### src/hw/rtl/ssl_pkg.sv
`timescale 1ns / 1ps
`default_nettype none
// ----------------------------------------------------------------------------
// Stick slew limiter package
// Shared widths, register indexes and the request bundle for the divider lanes.
// ----------------------------------------------------------------------------
package ssl_pkg;

  localparam int LEVEL_W = 16;
  localparam int SUM_W   = 17;
  localparam int STEP_W  = 15;
  localparam int CFG_W   = 2;

  localparam logic [STEP_W-1:0] SLEW_STEP_RST = 15'd2185;

  typedef enum logic [CFG_W-1:0] {
    CFG_ENABLE     = 2'd0,
    CFG_DRIVE_MODE = 2'd1,
    CFG_SLEW_STEP  = 2'd2
  } cfg_index_t;

  typedef struct packed {
    logic             start;
    logic             neg;
    logic [SUM_W-1:0] num;
    logic [SUM_W-1:0] den;
  } div_req_t;

endpackage : ssl_pkg
`default_nettype wire

### src/hw/rtl/ssl_slew_lane.sv
`timescale 1ns / 1ps
`default_nettype none
// ----------------------------------------------------------------------------
// Slew lane
// Holds one smoothed axis and moves it toward its target by at most one step.
// ----------------------------------------------------------------------------
module ssl_slew_lane (
  input  wire logic                                 clk,
  input  wire logic                                 rst_n,
  input  wire logic                                 load,
  input  wire logic signed [ssl_pkg::LEVEL_W-1:0]   target,
  input  wire logic        [ssl_pkg::STEP_W-1:0]    step,
  output      logic signed [ssl_pkg::LEVEL_W-1:0]   level
);

  logic signed [ssl_pkg::LEVEL_W-1:0] level_r, level_nxt;
  logic signed [ssl_pkg::SUM_W-1:0]   diff, lim, pos, negs;

  always_comb begin
    diff = ssl_pkg::SUM_W'(target) - ssl_pkg::SUM_W'(level_r);
    pos  = $signed({2'b00, step});
    negs = -pos;
    if (diff > pos) begin
      lim = pos;
    end else if (diff < negs) begin
      lim = negs;
    end else begin
      lim = diff;
    end
    level_nxt = ssl_pkg::LEVEL_W'(ssl_pkg::SUM_W'(level_r) + lim);
  end

  always_ff @(posedge clk) begin
    if (!rst_n) begin
      level_r <= '0;
    end else if (load) begin
      level_r <= level_nxt;
    end
  end

  assign level = level_r;

endmodule : ssl_slew_lane
`default_nettype wire

### src/hw/rtl/ssl_div_lane.sv
`timescale 1ns / 1ps
`default_nettype none
// ----------------------------------------------------------------------------
// Divider lane
// Restoring divider that scales one tank value by full stick over the peak.
// ----------------------------------------------------------------------------
module ssl_div_lane #(
  parameter int FRAC_BITS = 14
) (
  input  wire logic                               clk,
  input  wire logic                               rst_n,
  input  wire ssl_pkg::div_req_t                  req,
  output      logic                               busy,
  output      logic signed [ssl_pkg::LEVEL_W-1:0] quo
);

  localparam int QB  = FRAC_BITS + 1;
  localparam int CNT_W = $clog2(QB + 1);
  localparam int QW  = (FRAC_BITS + 2 > ssl_pkg::LEVEL_W) ? FRAC_BITS + 2 : ssl_pkg::LEVEL_W;
  localparam int RW  = ssl_pkg::SUM_W + 1;

  logic                         busy_r, busy_nxt;
  logic [CNT_W-1:0]             cnt_r, cnt_nxt;
  logic [RW-1:0]                rem_r, rem_nxt;
  logic [ssl_pkg::SUM_W-1:0]    den_r;
  logic                         neg_r;
  logic [QB-1:0]                q_r, q_nxt;
  logic [RW-1:0]                den_x, diff;
  logic                         ge;
  logic signed [QW-1:0]         qmag, qs;

  always_comb begin
    den_x    = RW'(den_r);
    ge       = (rem_r >= den_x);
    diff     = ge ? (rem_r - den_x) : rem_r;
    rem_nxt  = rem_r;
    q_nxt    = q_r;
    cnt_nxt  = cnt_r;
    busy_nxt = busy_r;
    if (req.start) begin
      rem_nxt  = RW'(req.num);
      q_nxt    = '0;
      cnt_nxt  = CNT_W'(QB);
      busy_nxt = 1'b1;
    end else if (busy_r) begin
      rem_nxt = {diff[RW-2:0], 1'b0};
      q_nxt   = {q_r[QB-2:0], ge};
      cnt_nxt = cnt_r - 1'b1;
      if (cnt_r == CNT_W'(1)) begin
        busy_nxt = 1'b0;
      end
    end
  end

  always_ff @(posedge clk) begin
    if (!rst_n) begin
      busy_r <= 1'b0;
      cnt_r  <= '0;
    end else begin
      busy_r <= busy_nxt;
      cnt_r  <= cnt_nxt;
    end
  end

  always_ff @(posedge clk) begin
    rem_r <= rem_nxt;
    q_r   <= q_nxt;
    if (req.start) begin
      den_r <= req.den;
      neg_r <= req.neg;
    end
  end

  always_comb begin
    qmag = $signed(QW'(q_r));
    qs   = neg_r ? -qmag : qmag;
  end

  assign busy = busy_r;
  assign quo  = qs[ssl_pkg::LEVEL_W-1:0];

endmodule : ssl_div_lane
`default_nettype wire

### src/hw/rtl/stick_slew_limit_drive_mixer_top.sv
`timescale 1ns / 1ps
`default_nettype none
// ----------------------------------------------------------------------------
// Stick slew limiter with tank drive mixing
// Three slew lanes smooth the stick axes, two divider lanes normalize the
// tank pair, and the merge stage assembles one result per enabled request.
//
//   Channel | Direction | Handshake          | Payload
//   in      | input     | in_valid/in_ready  | forward, strafe, rotate targets
//   out     | output    | out_valid/out_ready| smoothed axes, tank pair, mode
//   cfg     | input     | cfg_we             | cfg_index, cfg_wdata
//
// A request passes through S_MIX, S_NORM and S_DONE without normalization, and
// also through S_DIV when the tank pair must be scaled; the divider lanes
// produce one quotient bit per cycle.
// Reset is synchronous and restores the configuration registers and clears the axes.
// A finished result waits in the output register while the next request is
// taken; the core stalls only when that register is still full.
// ----------------------------------------------------------------------------
module stick_slew_limit_drive_mixer_top #(
  parameter int FRAC_BITS = 14
) (
  input  wire logic                                clk,
  input  wire logic                                rst_n,
  input  wire logic                                in_valid,
  output      logic                                in_ready,
  input  wire logic signed [ssl_pkg::LEVEL_W-1:0]  in_forward_target,
  input  wire logic signed [ssl_pkg::LEVEL_W-1:0]  in_strafe_target,
  input  wire logic signed [ssl_pkg::LEVEL_W-1:0]  in_rotate_target,
  output      logic                                out_valid,
  input  wire logic                                out_ready,
  output      logic signed [ssl_pkg::LEVEL_W-1:0]  out_smooth_forward,
  output      logic signed [ssl_pkg::LEVEL_W-1:0]  out_smooth_strafe,
  output      logic signed [ssl_pkg::LEVEL_W-1:0]  out_smooth_rotate,
  output      logic signed [ssl_pkg::LEVEL_W-1:0]  out_tank_left,
  output      logic signed [ssl_pkg::LEVEL_W-1:0]  out_tank_right,
  output      logic                                out_tank_selected,
  input  wire logic                                cfg_we,
  input  wire logic [ssl_pkg::CFG_W-1:0]           cfg_index,
  input  wire logic [ssl_pkg::STEP_W-1:0]          cfg_wdata
);

  localparam int CW = (FRAC_BITS + 2 > ssl_pkg::SUM_W + 1) ? FRAC_BITS + 2 : ssl_pkg::SUM_W + 1;
  localparam logic [CW-1:0] FULL = CW'(1) << FRAC_BITS;
  localparam int SW = ssl_pkg::SUM_W;

  typedef enum logic [4:0] {
    S_IDLE = 5'b00001,
    S_MIX  = 5'b00010,
    S_NORM = 5'b00100,
    S_DIV  = 5'b01000,
    S_DONE = 5'b10000
  } state_t;

  state_t state_r, state_nxt;

  logic                        enable_r, drive_mode_r;
  logic [ssl_pkg::STEP_W-1:0]  slew_step_r;

  logic                        load;
  logic signed [ssl_pkg::LEVEL_W-1:0] lvl_f, lvl_s, lvl_r;

  logic signed [SW-1:0]        left_r, right_r, left_c, right_c;
  logic [SW-1:0]               abs_l, abs_r, mag;
  logic                        need_div;
  logic                        div_used_r, div_used_nxt;
  ssl_pkg::div_req_t           req_l, req_r;
  logic                        busy_l, busy_r;
  logic signed [ssl_pkg::LEVEL_W-1:0] quo_l, quo_r;

  logic                        out_load;
  logic                        out_valid_r, out_valid_nxt;
  logic signed [ssl_pkg::LEVEL_W-1:0] res_f_r, res_s_r, res_rot_r, res_l_r, res_r_r;
  logic                        res_mode_r;

  assign in_ready = (state_r == S_IDLE);
  assign load     = in_valid && in_ready && enable_r;

  always_ff @(posedge clk) begin
    if (!rst_n) begin
      enable_r     <= 1'b0;
      drive_mode_r <= 1'b0;
      slew_step_r  <= ssl_pkg::SLEW_STEP_RST;
    end else if (cfg_we) begin
      case (cfg_index)
        ssl_pkg::CFG_ENABLE:     enable_r     <= cfg_wdata[0];
        ssl_pkg::CFG_DRIVE_MODE: drive_mode_r <= cfg_wdata[0];
        ssl_pkg::CFG_SLEW_STEP:  slew_step_r  <= cfg_wdata;
        default: begin
        end
      endcase
    end
  end

  ssl_slew_lane u_lane_fwd (
    .clk(clk), .rst_n(rst_n), .load(load),
    .target(in_forward_target), .step(slew_step_r), .level(lvl_f)
  );

  ssl_slew_lane u_lane_str (
    .clk(clk), .rst_n(rst_n), .load(load),
    .target(in_strafe_target), .step(slew_step_r), .level(lvl_s)
  );

  ssl_slew_lane u_lane_rot (
    .clk(clk), .rst_n(rst_n), .load(load),
    .target(in_rotate_target), .step(slew_step_r), .level(lvl_r)
  );

  always_comb begin
    left_c   = SW'(lvl_f) + SW'(lvl_r);
    right_c  = SW'(lvl_f) - SW'(lvl_r);
    abs_l    = left_r[SW-1]  ? SW'(-left_r)  : SW'(left_r);
    abs_r    = right_r[SW-1] ? SW'(-right_r) : SW'(right_r);
    mag      = (abs_l > abs_r) ? abs_l : abs_r;
    need_div = (CW'(mag) > FULL);
  end

  always_ff @(posedge clk) begin
    if (state_r == S_MIX) begin
      left_r  <= left_c;
      right_r <= right_c;
    end
  end

  always_comb begin
    req_l.start = (state_r == S_NORM) && need_div;
    req_l.neg   = left_r[SW-1];
    req_l.num   = abs_l;
    req_l.den   = mag;
    req_r.start = req_l.start;
    req_r.neg   = right_r[SW-1];
    req_r.num   = abs_r;
    req_r.den   = mag;
  end

  ssl_div_lane #(.FRAC_BITS(FRAC_BITS)) u_div_left (
    .clk(clk), .rst_n(rst_n), .req(req_l), .busy(busy_l), .quo(quo_l)
  );

  ssl_div_lane #(.FRAC_BITS(FRAC_BITS)) u_div_right (
    .clk(clk), .rst_n(rst_n), .req(req_r), .busy(busy_r), .quo(quo_r)
  );

  assign out_load = (state_r == S_DONE) && (!out_valid_r || out_ready);

  always_comb begin
    state_nxt    = state_r;
    div_used_nxt = div_used_r;
    case (state_r)
      S_IDLE: begin
        if (load) begin
          state_nxt = S_MIX;
        end
      end
      S_MIX: begin
        state_nxt = S_NORM;
      end
      S_NORM: begin
        div_used_nxt = need_div;
        state_nxt    = need_div ? S_DIV : S_DONE;
      end
      S_DIV: begin
        if (!busy_l && !busy_r) begin
          state_nxt = S_DONE;
        end
      end
      S_DONE: begin
        if (out_load) begin
          state_nxt = S_IDLE;
        end
      end
      default: begin
        state_nxt = S_IDLE;
      end
    endcase
  end

  always_comb begin
    out_valid_nxt = out_valid_r;
    if (out_load) begin
      out_valid_nxt = 1'b1;
    end else if (out_ready) begin
      out_valid_nxt = 1'b0;
    end
  end

  always_ff @(posedge clk) begin
    if (!rst_n) begin
      state_r     <= S_IDLE;
      div_used_r  <= 1'b0;
      out_valid_r <= 1'b0;
    end else begin
      state_r     <= state_nxt;
      div_used_r  <= div_used_nxt;
      out_valid_r <= out_valid_nxt;
    end
  end

  always_ff @(posedge clk) begin
    if (out_load) begin
      res_f_r    <= lvl_f;
      res_s_r    <= lvl_s;
      res_rot_r  <= lvl_r;
      res_l_r    <= div_used_r ? quo_l : left_r[ssl_pkg::LEVEL_W-1:0];
      res_r_r    <= div_used_r ? quo_r : right_r[ssl_pkg::LEVEL_W-1:0];
      res_mode_r <= drive_mode_r;
    end
  end

  assign out_valid          = out_valid_r;
  assign out_smooth_forward = res_f_r;
  assign out_smooth_strafe  = res_s_r;
  assign out_smooth_rotate  = res_rot_r;
  assign out_tank_left      = res_l_r;
  assign out_tank_right     = res_r_r;
  assign out_tank_selected  = res_mode_r;

endmodule : stick_slew_limit_drive_mixer_top
`default_nettype wire
### config.mk
export PLATFORM = sky130hd
export DESIGN_NAME = stick_slew_limit_drive_mixer_top
export DESIGN_NICKNAME = d
export VERILOG_FILES = /design/src/hw/rtl/ssl_pkg.sv /design/src/hw/rtl/ssl_slew_lane.sv /design/src/hw/rtl/ssl_div_lane.sv /design/src/hw/rtl/stick_slew_limit_drive_mixer_top.sv
export SDC_FILE = /design/constraint.sdc
export NUM_CORES = 1
export LEC_CHECK = 0
export ABC_CLOCK_PERIOD_IN_PS = 8500
export BUFFER_PORTS_ARGS = -buffer_cell sky130_fd_sc_hd__buf_2
export CAP_MARGIN = 20
export CORE_MARGIN = 2
export CORE_UTILIZATION = 55
export CTS_CLUSTER_DIAMETER = 150
export CTS_CLUSTER_SIZE = 14
export DETAILED_ROUTE_END_ITERATION = 10
export PLACE_DENSITY = 0.7
export SYNTH_ARGS = -nofsm -noshare
export SYNTH_HDL_FRONTEND = slang
export SYNTH_SLANG_ARGS = --single-unit
### constraint.sdc
create_clock -name clk -period 8.5 [get_ports clk]
set_clock_uncertainty 0.2 [all_clocks]
set_input_delay 0.425 -clock clk [delete_from_list [all_inputs] [get_ports clk]]
set_output_delay 0.425 -clock clk [all_outputs]
set_load 0.1 [all_outputs]
==> impl_metrics.csv, run 1 <==
group,metric,value,unit
run,cap_violations,0,
cts,cts_sinks,281,
grt,grt_pass1_wl,108000,um
finish,antenna_cells,0,
finish,layout.nets,3058,
setup_path,cp-end-kind,"flop",
floorplan,die_w,208,um
timing,worst_pin_slew,1060,ps
timing,grt_setup_unrepaired,"false",
floorplan,core_area,41000,sq um
setup_path,crit_required,8820,ps
run_status,status,"finished, final reports clean",
placed_design,place_hpwl,54500,um
setup_path,cp-start-kind,"flop",
power_and_ir_drop,vdd_drop_max,0.173,mV
placed_design,port_buffers,152,
placed_design,gp_congestion,1.02,
synth,yosysTopAreaCellShare,0.219,
setup_path,critical_path_class,"flop to flop",
floorplan,io_pins,153,
floorplan,num_rows,74,
synth,ys_warn_count,0,
power_and_ir_drop,p_leak,10.9,nW
synth,syn_inst,2557,
cts,cts_made_buffers,24,
synth,synth_area_per_cell,8.97,sq um
timing,post-route-period-util,0.929,
route,wl_per_cell,21.4,um
timing,finalHoldViolCount,0,
route,wl,69600,um
setup_path,cp_data_arrival_time,8220,ps
route,firstDrtPassIters,5,
setup_path,startpoint,"u_lane_fwd.level[6]",
route,detail-route-antenna-nets,0,
timing,finalSetupViolCount,0,
synth,yosysMostFrequentCell,"ha_1",
synth,synthArstFlopShare,0,
finish,drive_above_1_share,0.0979,
cts,cts_tree,"built",
timing,fmax,127,MHz
floorplan,dieArea,43400,sq um
cts,clock_latency,590,ps
route,drc,0,
power_and_ir_drop,pwr_density_cell,133,nW/um^2
synth,synth.yosys.seq_area_share,0.318,
grt,grt_max_degree,92,
timing,finalCriticalPeriod,7900,ps
setup_path,crit_path_max_fanout,24,
timing,slew_headroom,0.292,
grt,first_global_vias,19500,
timing,setup_slack,601,ps
cts,clock_path_buffers,3,
setup_path,r2r-start,"u_lane_fwd.level[6]",
route,vias,19800,
grt,antenna_found_initial,0,
synth,synth_area,22900,sq um
worst_hold_path,hold_class,"primary input to flop",
finish,syn_to_final_growth,9.84,%
cts,clkSlewWorstSetupHoldPaths,80,ps
cts,cts_setup_buffers,0,
synth,synth_ff_type,"edfxtp_1",
setup_path,slowest_delay,670,ps
cts,root_buffer,"clkbuf_16",
synth,synthTopCellsByArea,"edfxtp_1 22%, ha_1 15%, dfxtp_1 9.9%",
route,first_iter_violations,1333,
route,via_per_inst,6.11,
cts,h-tree-depth,1,
floorplan,die_y,208,um
floorplan,initial_core_util,0.559,
timing,tns,0,ps
synth,synthTopCellsByCount,"280 x ha_1, 228 x nor2_1, 202 x nand2_1",
synth,synth_fp_nets,2917,
grt,gr-total-overflow,0,
synth,synth_enable_flop_cells,167,
setup_path,crit_top_cell,"a21oi_1",
timing,final-max-slew-violation-count,0,
synth,synth_top_area_cell,"edfxtp_1",
placed_design,post-place-ws,541,ps
synth,synth_cell_types,81,
worst_hold_path,hold_start,"cfg_index[1]",
setup_path,crit_slowest_cell,"or4b_2",
grt,grtUsageTotal,0.316,
synth,ys_seq_elements,281,
## registers in the layout (all words and copies together), names as in the netlist, 15 cells and up
| name | count |
|---|---|
| u_div_left.rem_r | 18 |
| u_div_right.rem_r | 18 |
| left_r | 17 |
| u_div_left.den_r | 17 |
| out_smooth_forward | 16 |
| out_smooth_rotate | 16 |
| out_smooth_strafe | 16 |
| out_tank_left | 16 |
| out_tank_right | 16 |
| right_r | 16 |
| u_lane_fwd.level | 16 |
| u_lane_rot.level | 16 |
| u_lane_str.level | 16 |
| slew_step_r | 15 |
| u_div_left.q_r | 15 |
| u_div_right.q_r | 15 |
## metal layers
metal  track usage  part of all wire  wire length [um]  vias up
met1         0.376              0.40             28200     9447
met4         0.149             0.050              3510        0
met2         0.567              0.49             34200      666
met3        0.0373             0.053              3680      185
met5             0                 0                 0        -
li1              -                 -                 -     9550
## worst max-delay path, delay by kind of cell (launching register included)
family	cells	cell delay, ps
AOI/OAI and AO/OA	14	2810
xor gates and xnor gates	1	240
adders and majority gates	3	1020
buffers and inverters	2	420
DFF	1	550
muxes	3	480
and+or+nand+nor	7	2120
## cell type report
class / count / area, sq um
fill: 3608 / 15800
timing repair buffer: 204 / 1220
clock buffer: 42 / 668
inverter: 171 / 642
tap: 532 / 666
sequential: 281 / 7300
clock inverter: 2 / 32.5
multi-input combinational: 2016 / 14700
## cells in the final DEF (no fill, tap or decap), types with 22 or more instances in the layout
cell type    n
ha_1       280
nor2_1     228
nand2_1    202
a21oi_1    183
inv_1      171
edfxtp_1   167
buf_2      152
o21ai_0    136
mux2i_1    129
dfxtp_1    113
xnor2_1     98
xor2_1      85
nor3_1      47
a21o_1      46
nand3_1     40
o21a_1      40
a21boi_0    38
and2_1      38
nor2b_1     36
buf_4       33
or3_1       30
a211oi_1    25
nand2b_1    25
clkbuf_16   24
nand4_1     23
o211ai_1    22
## kinds of logic (layout without fill, tap and decap cells)
| logic type | after synthesis | after routing | synth area share |
|---|---|---|---|
| mux | 144 | 144 | 0.0636 |
| simple gates | 750 | 750 | 0.156 |
| fa+ha+maj | 290 | 290 | 0.161 |
| flops | 281 | 281 | 0.318 |
| compound gates | 647 | 647 | 0.185 |
| xor+xnor | 185 | 185 | 0.0713 |
| buf+inv | 260 | 419 | 0.0449 |
## where the power goes
| part | switching, mW | total [mW] | internal [mW] |
|---|---|---|---|
| Combinational | 0.495 | 0.838 | 0.343 |
| Sequential | 0.0167 | 1.46 | 1.44 |
| Clock | 0.527 | 1.06 | 0.535 |
| Total | 1.04 | 3.36 | 2.32 |
## timing repair
action                     in CTS  in global routing
resized for setup               0                  2
hold endpoints to repair       18                  0
hold buffers                   17                  0
setup endpoints to repair       0                  2
## worst paths after layout
kind	endpoint	slack, ps	cells after the start
min reg2reg	out_tank_selected	260	0
max reg2reg	u_lane_fwd.level[15]	600	30
max	u_lane_fwd.level[15]	600	30
min	drive_mode_r	80	4
## through the flow
stage | instance area (sq um) | util | hold WS [ps] | power [mW] | instances
floorplan | 22900 | - | 208 | 2.08 | 2557
global placement | 24300 | 0.592 | 219 | 2.29 | 3186
detailed placement | 24300 | 0.592 | 223 | 2.30 | 3186
CTS | 25200 | 0.614 | 39.3 | 3.37 | 3247
global route | 25200 | 0.614 | 91.6 | 3.51 | 3248
finish | 25200 | 0.614 | 75.1 | 3.36 | 3248
Note: power is estimated with default switching activity, not from simulation.
==> run 2: changes to the inputs <==
--- a/config.mk
+++ b/config.mk
@@ -5,9 +5,10 @@
 export SDC_FILE = /design/constraint.sdc
 export NUM_CORES = 1
 export LEC_CHECK = 0
+export ABC_AREA = 1
 export ABC_CLOCK_PERIOD_IN_PS = 8500
 export BUFFER_PORTS_ARGS = -buffer_cell sky130_fd_sc_hd__buf_2
-export CAP_MARGIN = 20
+export CAP_MARGIN = 30
 export CORE_MARGIN = 2
 export CORE_UTILIZATION = 55
 export CTS_CLUSTER_DIAMETER = 150
==> run 2 against run 1 <==
Compared with the run above:
- maximum frequency increased by 9.4%
- sequential power is 4% higher
- synthesized cell count is 20% higher
- worst setup slack better by 680 ps
- first-iteration DRC count increased by 20%
- sequential cell count is the same
- clock power about the same
- critical path type unchanged
- hold slack worse by 55 ps
- via count increased by 6.8%
==> impl_metrics.csv, run 2 <==
group,metric,value,unit
setup_path,reg2reg_to,"u_lane_rot.level[12]",
floorplan,die_y,209,um
cts,clock_path_buffers,3,
power_and_ir_drop,pwr_density_cell,150,nW/um^2
synth,synth_top_area_cell,"edfxtp_1",
cts,cts_sinks,281,
timing,fmax,139,MHz
finish,largestRegisters,"u_div_left.rem_r: 18 flops, u_div_right.rem_r: 18 flops",
grt,grt_max_degree,74,
floorplan,core_area,41100,sq um
timing,post-route-period-util,0.849,
route,first_iter_violations,1603,
placed_design,place_hpwl,53600,um
setup_path,slowest_delay,560,ps
run_status,status,"finished, final reports clean",
grt,grt_pass1_wl,106000,um
setup_path,critical_path_class,"flop to flop",
setup_path,crit_path_max_fanout,26,
finish,stdcell_area,25100,sq um
synth,synthTopCellsByArea,"edfxtp_1 22%, ha_1 15%, nand2_1 12%",
finish,layout_common_cells,"720 x nand2_1, 421 x inv_1, 286 x o21ai_0",
cts,clkSlewWorstSetupHoldPaths,70,ps
worst_hold_path,hold_class,"primary input to flop",
synth,synth_ff_type,"edfxtp_1",
route,firstDrtPassIters,7,
setup_path,crit_top_cell,"nand2_1",
setup_path,crit_slowest_cell,"nand2_1",
grt,first_global_vias,20200,
timing,finalCriticalPeriod,7220,ps
route,via_per_inst,5.64,
power_and_ir_drop,p_leak,12.3,nW
setup_path,cp_data_arrival_time,7470,ps
finish,final_common_cell,"nand2_1",
route,vias,21200,
synth,synth_area_per_cell,7.47,sq um
finish,drive_above_1_share,0.0682,
floorplan,io_pins,153,
finish,layout.nets,3568,
setup_path,r2r-start,"u_lane_rot.level[0]",
cts,cts_resized,0,
synth,yosysTopAreaCellShare,0.218,
finish,antenna_cells,0,
synth,synth_top_family_by_area,"simple AND/OR/NAND/NOR gates",
power_and_ir_drop,vdd_drop_max,0.130,mV
floorplan,num_rows,74,
setup_path,rrSetupSlack,1280,ps
synth,yosys.area_share.simple,0.203,
timing,final-max-slew-violation-count,0,
synth,syn_inst,3080,
synth,synth_enable_flop_cells,167,
route,detail-route-antenna-nets,0,
synth,synth_compound_area_frac,0.162,
cts,h-tree-depth,1,
synth,synth_fa_ha_area_frac,0.161,
synth,muxShareOfSynthArea,0,
synth,yosysMostFrequentCell,"nand2_1",
timing,finalHoldViolCount,0,
synth,synth_xor_area_frac,0.0715,
setup_path,cp-end-kind,"flop",
finish,syn_to_final_growth,8.89,%
placed_design,gp_congestion,1.01,
run,cap_violations,0,
placed_design,dpl-instance-area,24200,sq um
route,wl_per_cell,18.0,um
cts,clock_latency,570,ps
route,drc,0,
timing,worst_pin_slew,944,ps
cts,cts_made_buffers,24,
timing,slew_headroom,0.370,
route,wl,67800,um
synth,ys_seq_elements,281,
setup_path,startpoint,"u_lane_rot.level[0]",
synth,synthTopCellsByCount,"720 x nand2_1, 421 x inv_1, 286 x o21ai_0",
synth,synth_cell_types,48,
timing,tns,0,ps
grt,gr-total-overflow,0,
setup_path,cp-start-kind,"flop",
synth,synth.yosys.seq_area_share,0.317,
floorplan,dieArea,43500,sq um
setup_path,crit_required,8750,ps
placed_design,port_buffers,152,
setup_path,r2r_cells,37,
grt,antenna_found_initial,0,
grt,grtUsageTotal,0.306,
setup_path,critPathCapture,"u_lane_rot.level[12]",
floorplan,die_w,209,um
cts,root_buffer,"clkbuf_16",
timing,finalSetupViolCount,0,
timing,grt_setup_unrepaired,"false",
cts,cts_setup_buffers,0,
synth,synth_fp_nets,3440,
finish,final_util,0.610,
synth,synthArstFlopShare,0,
floorplan,initial_core_util,0.560,
cts,cts_tree,"built",
synth,synth_area,23000,sq um
synth,ys_warn_count,0,
[run 2: cell types whose count changed after synthesis, moves of 33 or more]
cell	change
nand2_1	+518
inv_1	+250
o21ai_0	+149
mux2i_1	-130
nand3_1	+89
a21oi_1	+64
xor2_1	+52
nor2_1	-48
xnor2_1	-47
nor2b_1	-38
and2_1	-36
o21a_1	-33
[run 2: logic make-up (layout without fill, tap and decap cells)]
family / Yosys count / after routing
simple gates: 1136 / 1136
fa+ha+maj: 290 / 290
compound gates: 676 / 676
buf+inv: 509 / 654
xor+xnor: 188 / 188
flops: 281 / 281
[run 2: stage by stage]
| step | cells | setup WS [ps] | hold WS [ps] | total power [mW] |
|---|---|---|---|---|
| 3_3_place_gp | 3701 | 1490 | 222 | 2.67 |
| 2_1_floorplan | 3080 | 2620 | 208 | 2.40 |
| 6_report | 3757 | 1280 | 20.5 | 3.77 |
| 4_1_cts | 3757 | 1440 | 0.0198 | 3.77 |
| 5_1_grt | 3757 | 630 | 5.05 | 3.98 |
| 3_5_place_dp | 3701 | 1350 | 230 | 2.70 |
[run 2: where the power goes]
group          switching, mW  internal (mW)  leakage, nW
logic                  0.754          0.423         9.49
registers             0.0464           1.48         2.45
clock network          0.515          0.550        0.335
total                   1.31           2.45         12.3
[run 2: layout make-up]
cell class                      count  area (sq um)
Fill cell                        3795         16000
Clock inverter                      1          16.3
Inverter                          431          1620
Multi-Input combinational cell   2290         13800
Timing Repair Buffer              180          1000
Sequential cell                   281          7300
Tap cell                          532           666
Clock buffer                       42           689
[run 2: repair_timing]
item | in CTS | in global routing
hold buffers | 13 | 0
hold endpoints to repair | 14 | 0
endpoints found under the setup margin | 0 | 0
[run 2: worst min-delay path by stage]
stage                          from                     to  slack [ps]  cells after the start
3_3_place_gp   u_lane_str.level[15]  out_smooth_strafe[15]         220                      0
6_report              cfg_wdata[13]        slew_step_r[13]          20                      3
3_5_place_dp           drive_mode_r      out_tank_selected         230                      0
4_1_cts               cfg_wdata[13]        slew_step_r[13]        0.02                      3
5_1_grt               cfg_wdata[13]        slew_step_r[13]           5                      3
2_1_floorplan  u_lane_str.level[15]  out_smooth_strafe[15]         210                      0
[run 2: critical path: cells and delay by family, from the launching register on]
family                     cells  cell delay (ps)
AOI/OAI and AO/OA             12             2180
xor gates and xnor gates       2              500
buffers and inverters          4              470
and+or+nand+nor               14             1770
DFF                            1              410
adders and majority gates      5             1590
[run 2: per-layer routing]
layer | GRT usage | part of all wire
met1 | 0.364 | 0.41
met5 | 0 | 0
met3 | 0.0305 | 0.050
met2 | 0.563 | 0.50
met4 | 0.126 | 0.043
==> run 3: changes to the inputs <==
--- a/config.mk
+++ b/config.mk
@@ -6,7 +6,7 @@
 export NUM_CORES = 1
 export LEC_CHECK = 0
 export ABC_AREA = 1
-export ABC_CLOCK_PERIOD_IN_PS = 8500
+export ABC_CLOCK_PERIOD_IN_PS = 6030
 export BUFFER_PORTS_ARGS = -buffer_cell sky130_fd_sc_hd__buf_2
 export CAP_MARGIN = 30
 export CORE_MARGIN = 2
@@ -14,7 +14,7 @@
 export CTS_CLUSTER_DIAMETER = 150
 export CTS_CLUSTER_SIZE = 14
 export DETAILED_ROUTE_END_ITERATION = 10
-export PLACE_DENSITY = 0.7
+export PLACE_DENSITY = 0.73
 export SYNTH_ARGS = -nofsm -noshare
 export SYNTH_HDL_FRONTEND = slang
 export SYNTH_SLANG_ARGS = --single-unit
==> constraint.sdc (replaced) <==
create_clock -name clk -period 6.03 [get_ports clk]
set_clock_uncertainty 0.2 [all_clocks]
set_input_delay 0.3015 -clock clk [delete_from_list [all_inputs] [get_ports clk]]
set_output_delay 0.3015 -clock clk [all_outputs]
set_load 0.1 [all_outputs]
==> run 3 against run 2 <==
Compared with the run above:
- die area unchanged
- combinational power is 58% higher
- sequential share of layout area down 1.4 points
- register-to-register slack worse by 910 ps
- via count up 2.8%
- sequential cell count did not move
- highest routed layer unchanged
==> impl_metrics.csv, run 3 (synthesis results as in run 2) <==
group,metric,value,unit
finish,antenna_cells,0,
run,cap_violations,0,
timing,fmax,177,MHz
power_and_ir_drop,total_power,5.50,mW
placed_design,post-place-ws,-178,ps
placed_design,place_hpwl,55500,um
finish,layout.nets,3708,
timing,post-route-period-util,0.939,
finish,layout_common_cells,"718 x nand2_1, 419 x inv_1, 275 x ha_1",
placed_design,gp_congestion,0.974,
floorplan,die_w,209,um
setup_path,crit_path_max_fanout,13,
floorplan,io_pins,153,
route,top_layer_used,"met4",
power_and_ir_drop,p_leak,13.0,nW
setup_path,cp_data_arrival_time,5960,ps
setup_path,r2r-start,"u_lane_str.level[0]",
timing,setup_slack,371,ps
cts,h-tree-depth,1,
cts,cts_sinks,281,
setup_path,critical_path_class,"flop to flop",
worst_hold_path,hold_start,"cfg_index[0]",
timing,final-max-slew-violation-count,0,
setup_path,crit_top_cell,"nand2_1",
setup_path,cp-end-kind,"flop",
route,wl_per_cell,17.9,um
route,detail-route-antenna-nets,0,
route,drc,0,
timing,finalHoldViolCount,0,
route,routed-wl-met3,3230,um
setup_path,crit_required,6330,ps
finish,fillers,3666,
route,met1Wirelength,27900,um
floorplan,num_rows,74,
setup_path,cp-start-kind,"flop",
floorplan,dieArea,43500,sq um
route,firstDrtPassIters,6,
timing,finalCriticalPeriod,5660,ps
cts,cts_made_buffers,24,
finish,final_common_cell,"nand2_1",
grt,grt_pass1_wl,109000,um
worst_hold_path,hold_class,"primary input to flop",
setup_path,slowest_delay,410,ps
floorplan,core_area,41100,sq um
cts,clock_latency,560,ps
setup_path,startpoint,"u_lane_str.level[0]",
route,vias,21800,
finish,regArea,7300,sq um
grt,grt_max_degree,74,
finish,largestRegisters,"u_div_left.rem_r: 18 flops, u_div_right.rem_r: 18 flops",
floorplan,initial_core_util,0.560,
finish,syn_to_final_growth,14.6,%
grt,first_global_vias,21300,
cts,cts_tree,"built",
route,wl,69800,um
finish,multi_input_area,14000,sq um
setup_path,crit_slowest_cell,"fa_2",
cts,clkSlewWorstSetupHoldPaths,70,ps
placed_design,port_buffers,152,
finish,drive_above_1_share,0.120,
power_and_ir_drop,pwr_density_cell,209,nW/um^2
timing,tns,0,ps
grt,antenna_found_initial,0,
timing,slew_headroom,0.320,
grt,grtUsageTotal,0.313,
run_status,status,"finished, final reports clean",
route,first_iter_violations,1352,
power_and_ir_drop,vdd_drop_max,0.240,mV
timing,worst_pin_slew,1020,ps
timing,finalSetupViolCount,0,
route,via_per_inst,5.59,
cts,clock_path_buffers,3,
cts,root_buffer,"clkbuf_16",
route,wl_met2,35100,um
floorplan,die_y,209,um
grt,gr-total-overflow,0,
==> run 3: area by class of cell <==
class | count | share of cell area
Clock buffer | 43 | 0.0263
Tap cell | 532 | 0.0252
Timing Repair Buffer | 320 | 0.0795
Clock inverter | 1 | 0.000617
Sequential cell | 281 | 0.277
Inverter | 431 | 0.0613
Multi-Input combinational cell | 2290 | 0.530
==> run 3: stage by stage <==
step                std cells   util  area (sq um)  hold slack, ps
global route             3898  0.642         26400            92.2
global placement         3822  0.611         25100             218
detailed placement       3823  0.612         25200             219
finish                   3898  0.642         26400            90.3
CTS                      3889  0.635         26100            81.0
floorplan                3080      -         23000             208
==> run 3: per-layer routing <==
metal	vias to the layer above	GRT usage
met5	-	0
met4	0	0.154
met3	170	0.0335
met2	648	0.580
met1	10100	0.359
li1	10900	-
==> run 3: timing repair <==
item,4_1_cts,5_1_grt
hold endpoints to repair,19,0
resized for setup,2,76
setup endpoints to repair,2,29
hold buffers,22,0
setup buffers,0,9
pin swaps,0,21
==> run 3: final timing paths <==
check / endpoint / slack, ps / cells after the start
max reg2reg: u_lane_str.level[15] / 370 / 37
min reg2reg: out_smooth_strafe[15] / 240 / 0
max: u_lane_str.level[15] / 370 / 37
min: slew_step_r[0] / 90 / 4
==> run 3: where the power goes <==
group | switching (mW) | internal (mW)
Sequential | 0.0525 | 2.08
Clock | 0.720 | 0.778
Combinational | 1.13 | 0.739
Total | 1.90 | 3.60
==> run 3: worst max-delay path, delay by kind of cell, from the launching register on <==
kind	cells	cell delay [ps]
simple gates	20	1990
flops	1	320
buf+inv	6	730
fa+ha+maj	4	1290
compound gates	7	1090
